===== config.mk =====
export PLATFORM = sky130hd
export DESIGN_NAME = uvs_phase_div
export DESIGN_NICKNAME = d
export VERILOG_FILES = /design/src/sv/uvs_pkg.sv /design/src/sv/uvs_phase_div.sv
export SDC_FILE = /design/constraint.sdc
export NUM_CORES = 2
export LEC_CHECK = 0
export ABC_CLOCK_PERIOD_IN_PS = 6460
export BUFFER_PORTS_ARGS = -buffer_cell sky130_fd_sc_hd__buf_4
export CAP_MARGIN = 40
export CORE_MARGIN = 3
export CORE_UTILIZATION = 64
export CTS_CLUSTER_SIZE = 30
export DETAILED_ROUTE_END_ITERATION = 6
export PLACE_DENSITY = 0.92
export SLEW_MARGIN = 20
export SYNTH_ARGS = -nofsm -noshare
export SYNTH_HDL_FRONTEND = slang
export SYNTH_SLANG_ARGS = --single-unit

===== constraint.sdc =====
create_clock -name clk -period 6.46 [get_ports clk]
set_input_delay 0.323 -clock clk [delete_from_list [all_inputs] [get_ports clk]]
set_output_delay 0.323 -clock clk [all_outputs]
set_load 0.05 [all_outputs]

===== src/sv/uvs_pkg.sv =====
package uvs_pkg;

  localparam int PH_W = 32;
  localparam int XY_W = 32;
  localparam int N_W = 34;
  localparam int CORDIC_STEPS = 24;
  localparam int DIV_STEPS = 32;

  localparam logic signed [XY_W-1:0] CORDIC_GAIN = 32'sd652032874;

  localparam logic signed [XY_W-1:0] ATAN_TURNS [0:CORDIC_STEPS-1] = '{
    32'sd536870912, 32'sd316933406, 32'sd167458907, 32'sd85004756,
    32'sd42667331, 32'sd21354465, 32'sd10679838, 32'sd5340245,
    32'sd2670163, 32'sd1335087, 32'sd667544, 32'sd333772,
    32'sd166885, 32'sd83443, 32'sd41721, 32'sd20861,
    32'sd10430, 32'sd5215, 32'sd2608, 32'sd1304,
    32'sd652, 32'sd326, 32'sd163, 32'sd81
  };

  localparam logic [1:0] REG_RADIUS = 2'd0;
  localparam logic [1:0] REG_RINGS = 2'd1;
  localparam logic [1:0] REG_SECTORS = 2'd2;

  typedef logic signed [XY_W-1:0] xy_t;
  typedef logic signed [N_W-1:0] norm_t;

  typedef struct packed {
    logic oor;
    logic has_quad;
    logic [15:0] idx_here;
    logic [15:0] idx_next_ring;
    logic [15:0] idx_next_both;
    logic [15:0] idx_next_sector;
  } side_t;

endpackage


===== src/sv/uvs_phase_div.sv =====
module uvs_phase_div (
  input  logic clk,
  input  logic rst,
  input  logic in_valid,
  input  logic [7:0] num_hi [2],
  input  logic [31:0] num_lo [2],
  input  logic [7:0] den [2],
  input  uvs_pkg::side_t in_side,
  output logic out_valid,
  output logic [31:0] quot [2],
  output uvs_pkg::side_t out_side
);

  localparam int STEPS = uvs_pkg::DIV_STEPS;

  logic [7:0] rem [0:STEPS][2];
  logic [31:0] lo [0:STEPS][2];
  logic [31:0] q [0:STEPS][2];
  logic vld [0:STEPS];
  uvs_pkg::side_t side [0:STEPS];

  assign vld[0] = in_valid;
  assign side[0] = in_side;
  for (genvar l = 0; l < 2; l++) begin : g_in
    assign rem[0][l] = num_hi[l];
    assign lo[0][l] = num_lo[l];
    assign q[0][l] = '0;
  end

  for (genvar g = 0; g < STEPS; g++) begin : g_stage
    for (genvar l = 0; l < 2; l++) begin : g_lane
      logic [8:0] trial;
      logic ge;
      assign trial = {rem[g][l], lo[g][l][31]};
      assign ge = trial >= {1'b0, den[l]};
      always_ff @(posedge clk) begin
        rem[g+1][l] <= ge ? 8'(trial - {1'b0, den[l]}) : trial[7:0];
        lo[g+1][l] <= {lo[g][l][30:0], 1'b0};
        q[g+1][l] <= {q[g][l][30:0], ge};
      end
    end
    always_ff @(posedge clk) begin
      if (rst) begin
        vld[g+1] <= 1'b0;
      end else begin
        vld[g+1] <= vld[g];
      end
      side[g+1] <= side[g];
    end
  end

  assign out_valid = vld[STEPS];
  assign out_side = side[STEPS];
  assign quot[0] = q[STEPS][0];
  assign quot[1] = q[STEPS][1];

endmodule


Word-level counts from Yosys, hierarchy flattened --
Index checks and enable logic that the tools add are counted.
Operators by class: mux-type cells 62, shift operators 0, $add $sub $neg 62, reductions and logical operators 0, $lt $le $gt $ge 64, div/mod/pow operators 0, equal/unequal tests 0, multiply operators 0, bitwise logic cells 0
Operators by type and width (number):
- $ge 9x8->1 | 64
- $mux 8 | 62
- $sub 8x8->8 | 62
Storage, ports and cells: memory bits (writable) 0, register bits after elaboration 4688, output and inout bits 131, input port bits 165, logic and storage cells 600, memories 0, latch bits 0, ROM bits 0

Depth between registers and ports, before layout --
depth in word-level cells 2, depth in mapped cells 8

Worst setup path before layout --
Ideal clock, no wire load.
path type input to register, from input den[11] in the netlist's numbering, to register rem, in the netlist g_stage[28].g_lane[0].trial[3], arrival 2.505 ns, data required time 6.339 ns, library setup time 0.121 ns, path buffers 0, setup slack 3.834 ns, stages on the path 7, path through inv_1 > ha_1 > a21o_1 > a21oi_2 > o21ai_2 > a41oi_4 > mux2_2
On the way: word-level cells in the longest chain between the ends 2
Ends and longest elaborated chain:
- start, declared | RTL line uvs_phase_div.sv:7 | input logic [7:0] den [2],
- $ge 9x8->1 | RTL line uvs_phase_div.sv:35 | assign ge = trial >= {1'b0, den[l]};
- $mux 8 | RTL line uvs_phase_div.sv:37 | rem[g+1][l] <= ge ? 8'(trial - {1'b0, den[l]}) : trial[7:0];
- end signal, assigned by index | RTL line uvs_phase_div.sv:37
- end, declared | RTL line uvs_phase_div.sv:16 | logic [7:0] rem [0:STEPS][2];
No other way between the ends. A chain may end at the register's enable or synchronous reset.

Final worst setup path --
from input den[9] in the netlist's numbering, to register rem, in the netlist g_stage[1].g_lane[0].trial[6]
On the way: word-level cells in the longest chain between the ends 2, elaborated cells on any way between the ends 3, classes of those cells add/sub: 1; order compare: 1; mux: 1
Ends and longest elaborated chain (RTL line):
- $sub 8x8->8 or $ge 9x8->1 (tied branches) | uvs_phase_div.sv:37, uvs_phase_div.sv:35
- $mux 8 (*) | uvs_phase_div.sv:37
Every way passes the cells marked *; elsewhere a longest branch is shown, timed or not.

==> impl_metrics.ini <==
[pwr]
power.leakage_nw = 61.6
ir_drop_uv = 339
p_per_area_nw_per_um2 = 542

[timing]
min_period_ns = 4.04
fmax_mhz = 247
finalSetupViolations = 0
timing.setup.tns_ns = 0
relSlewSlack_pct = 35.2
hold_violations = 0
clock_skew_ns = 0.0776
finalMaxSlewViolations = 0
tightest_slew_ns = 0.972
period_share_pct = 62.6
grt_setup_unrepaired = false

[routing]
wl_um = 242000
vias = 63755
vias_per_cell = 5.22
drtPass1Iterations = 7
drtIter0Drc = 4256
final_antenna_net_count = 0
post_drt_wl_per_cell_um = 19.8
drc = 0

[grt]
antenna_found_initial = 3
grt_pass1_vias = 68601
grt_pass1_wl_um = 374000
grt_max_degree = 33
grtUsageTotal_pct = 24.2
grt-ovfl-total = 0

[cts]
worstSkewPairLatency_ns = 0.97
cts_buffers = 412
htree_levels = 5
cts_sinks = 4688
cts_tree = yes
cts_buffer_depth = 4
root_buffer = clkbuf_16
clk_pin_slew_ns = 0.07
cts_resized = 0

[synth]
synth-edff-count = 0
synthCells = 8533
synth-async-reset-ratio_pct = 0
syn_nets = 9272
seq_area_frac_synth_pct = 76.6
synth.distinct_cells = 63
synth-seq-cells = 4688
syn_area_um2 = 122000
yosysWarnings = 0
ys.flop_type = dfxtp_1
avgSynthCellArea_um2 = 14.4

[die]
die_y_um = 443
start_util_pct = 64.8
die_area_um2 = 197000
row_count = 159
io-pin-count = 296
core_area_um2 = 189000
die_width_um = 443

[layout]
final_common_cell = dfxtp_1
final_cell_mix = 4688 x dfxtp_1, 512 x ha_1, 416 x clkbuf_16, 385 x o21ai_0, 322 x buf_4
layout.area.seq_um2 = 93900
drive_above_1_share_pct = 13.5
fin_util_pct = 76.2
nets = 10132
multi_input_area_um2 = 26500
syn_to_final_growth_pct = 17.6
nFillCells = 10304

[run_status]
status = finished clean

[setup_path]
critPathLaunch = den[9]
cp-start-kind = input pin
worstPathArrival_ns = 4.93
r2r-end = g_stage[16].g_lane[1].trial[8]
worstPathRequired_ns = 7.35
reg2reg_depth = 5
r2r_slack_ns = 3.59
reg2reg_from = g_stage[15].g_lane[1].trial[3]
crit_fanout = 25
endpoint_kind = flip-flop
critPathKind = in -> reg

[min_path]
hold_class = in -> reg
min_to = side[2079]
whs_path_depth = 2
min-delay-start = in_side[33]

[placed_design]
place_hpwl_um = 126000
gp_routability_congestion = 0.842
port_buffers = 295

[job]
maxCapViolations = 0
layout make-up:
| type | count | share of cell area, % |
|---|---|---|
| inverters | 263 | 0.685 |
| diodes | 2 | 0.00347 |
| clock inverters | 169 | 1.64 |
| flip-flops and latches | 4688 | 65.1 |
| multi-input cells | 3409 | 18.4 |
| clock buffers | 561 | 8.21 |
| well taps | 2495 | 2.17 |
| repair buffers | 619 | 3.78 |
routing by layer:
metal | GRT usage (%) | vias to the layer above | share of wire (%)
met4 | 13.2 | 0 | 5.6
met1 | 24.6 | 30391 | 35
met3 | 4.00 | 915 | 4.5
met5 | 0 | - | 0
li1 | - | 30358 | -
met2 | 46.5 | 2091 | 55
Yosys cell counts, types with 49 or more instances:
cell type  count  share of area (%)
a21oi_1      293                1.2
inv_1        263               0.81
o21a_1       107               0.66
nor2_1       172               0.53
xnor2_1      102               0.73
mux2i_1       87               0.71
a211oi_1      59               0.36
nor2b_1      128               0.65
nand2_1      318               0.97
nor3_1        58               0.24
fa_1          62                1.0
xor2_1        86               0.62
dfxtp_1     4688                 77
o31ai_1       56               0.34
nand2b_1      92               0.47
o21ai_0      385                1.6
nand3_1       82               0.34
a21o_1        96               0.59
mux2_2       170                1.6
and2_1        49               0.25
ha_1         512                5.2
buf_4        130               0.80
logic make-up after synthesis:
kind of cell               Yosys count  share of synthesized area, %
and+or+nand+nor                   1076                          4.50
xor gates and xnor gates           188                          1.34
AOI/OAI and AO/OA                 1313                          7.23
buffers and inverters              436                          1.76
adders and majority gates          574                          6.24
muxes                              258                          2.28
DFF                               4688                          76.6
how the worst max path moves through the flow:
stage                                           to  slack [ns]  cells after the start
floorplan           g_stage[28].g_lane[0].trial[3]        3.83                      7
global placement    g_stage[31].g_lane[1].trial[8]        2.25                      9
detailed placement  g_stage[29].g_lane[1].trial[8]        2.71                     11
CTS                  g_stage[1].g_lane[0].trial[2]        2.45                     12
global route         g_stage[1].g_lane[0].trial[6]        2.33                     13
finish               g_stage[1].g_lane[0].trial[6]        2.42                     13
timing repair:
action | in CTS | in global routing
setup buffers | 0 | 0
endpoints found under the setup margin | 0 | 0
hold buffers | 290 | 0
hold endpoints to repair | 181 | 0
critical path, cell delays in order:
cell and delay (ns):
dlygate4sd3_1 0.54, buf_4 0.20, inv_1 0.40, buf_4 0.58
ha_1 0.38, nand2_1 0.10, o21ai_0 0.11, a221oi_2 0.70
buf_6 0.23, nand2_1 0.08, dlygate4sd3_1 0.57, o21ai_0 0.11
dlygate4sd3_1 0.58
power breakdown:
part	internal, mW	leakage [nW]	switching, mW
Sequential	34.3	39.5	2.27
Clock	14.9	6.96	10.6
Combinational	6.98	15.1	9.01
Total	56.3	61.6	21.9
registers in the layout, indices dropped and copies added, names as in the netlist:
name and cells:
g_stage.g_lane.trial 558, lo 930, out_side 66, out_valid 1
q 992, quot 64, side 2046, vld 31
per-stage QoR:
step / setup WS (ns) / instance area, um2 / hold slack (ns) / total power, mW / std cells
final: 2.42 / 144000 / 0.0612 / 78.1 / 12206
after detailed placement: 2.71 / 127000 / 0.312 / 51.8 / 11170
after global placement: 2.25 / 127000 / 0.309 / 50.8 / 11166
after floorplan: 3.83 / 122000 / 0.310 / 48.1 / 8533
after CTS: 2.45 / 144000 / 0.000120 / 78.0 / 12190
after global routing: 2.33 / 144000 / 0.0177 / 81.5 / 12206
Power figures use the tool's default switching activity.
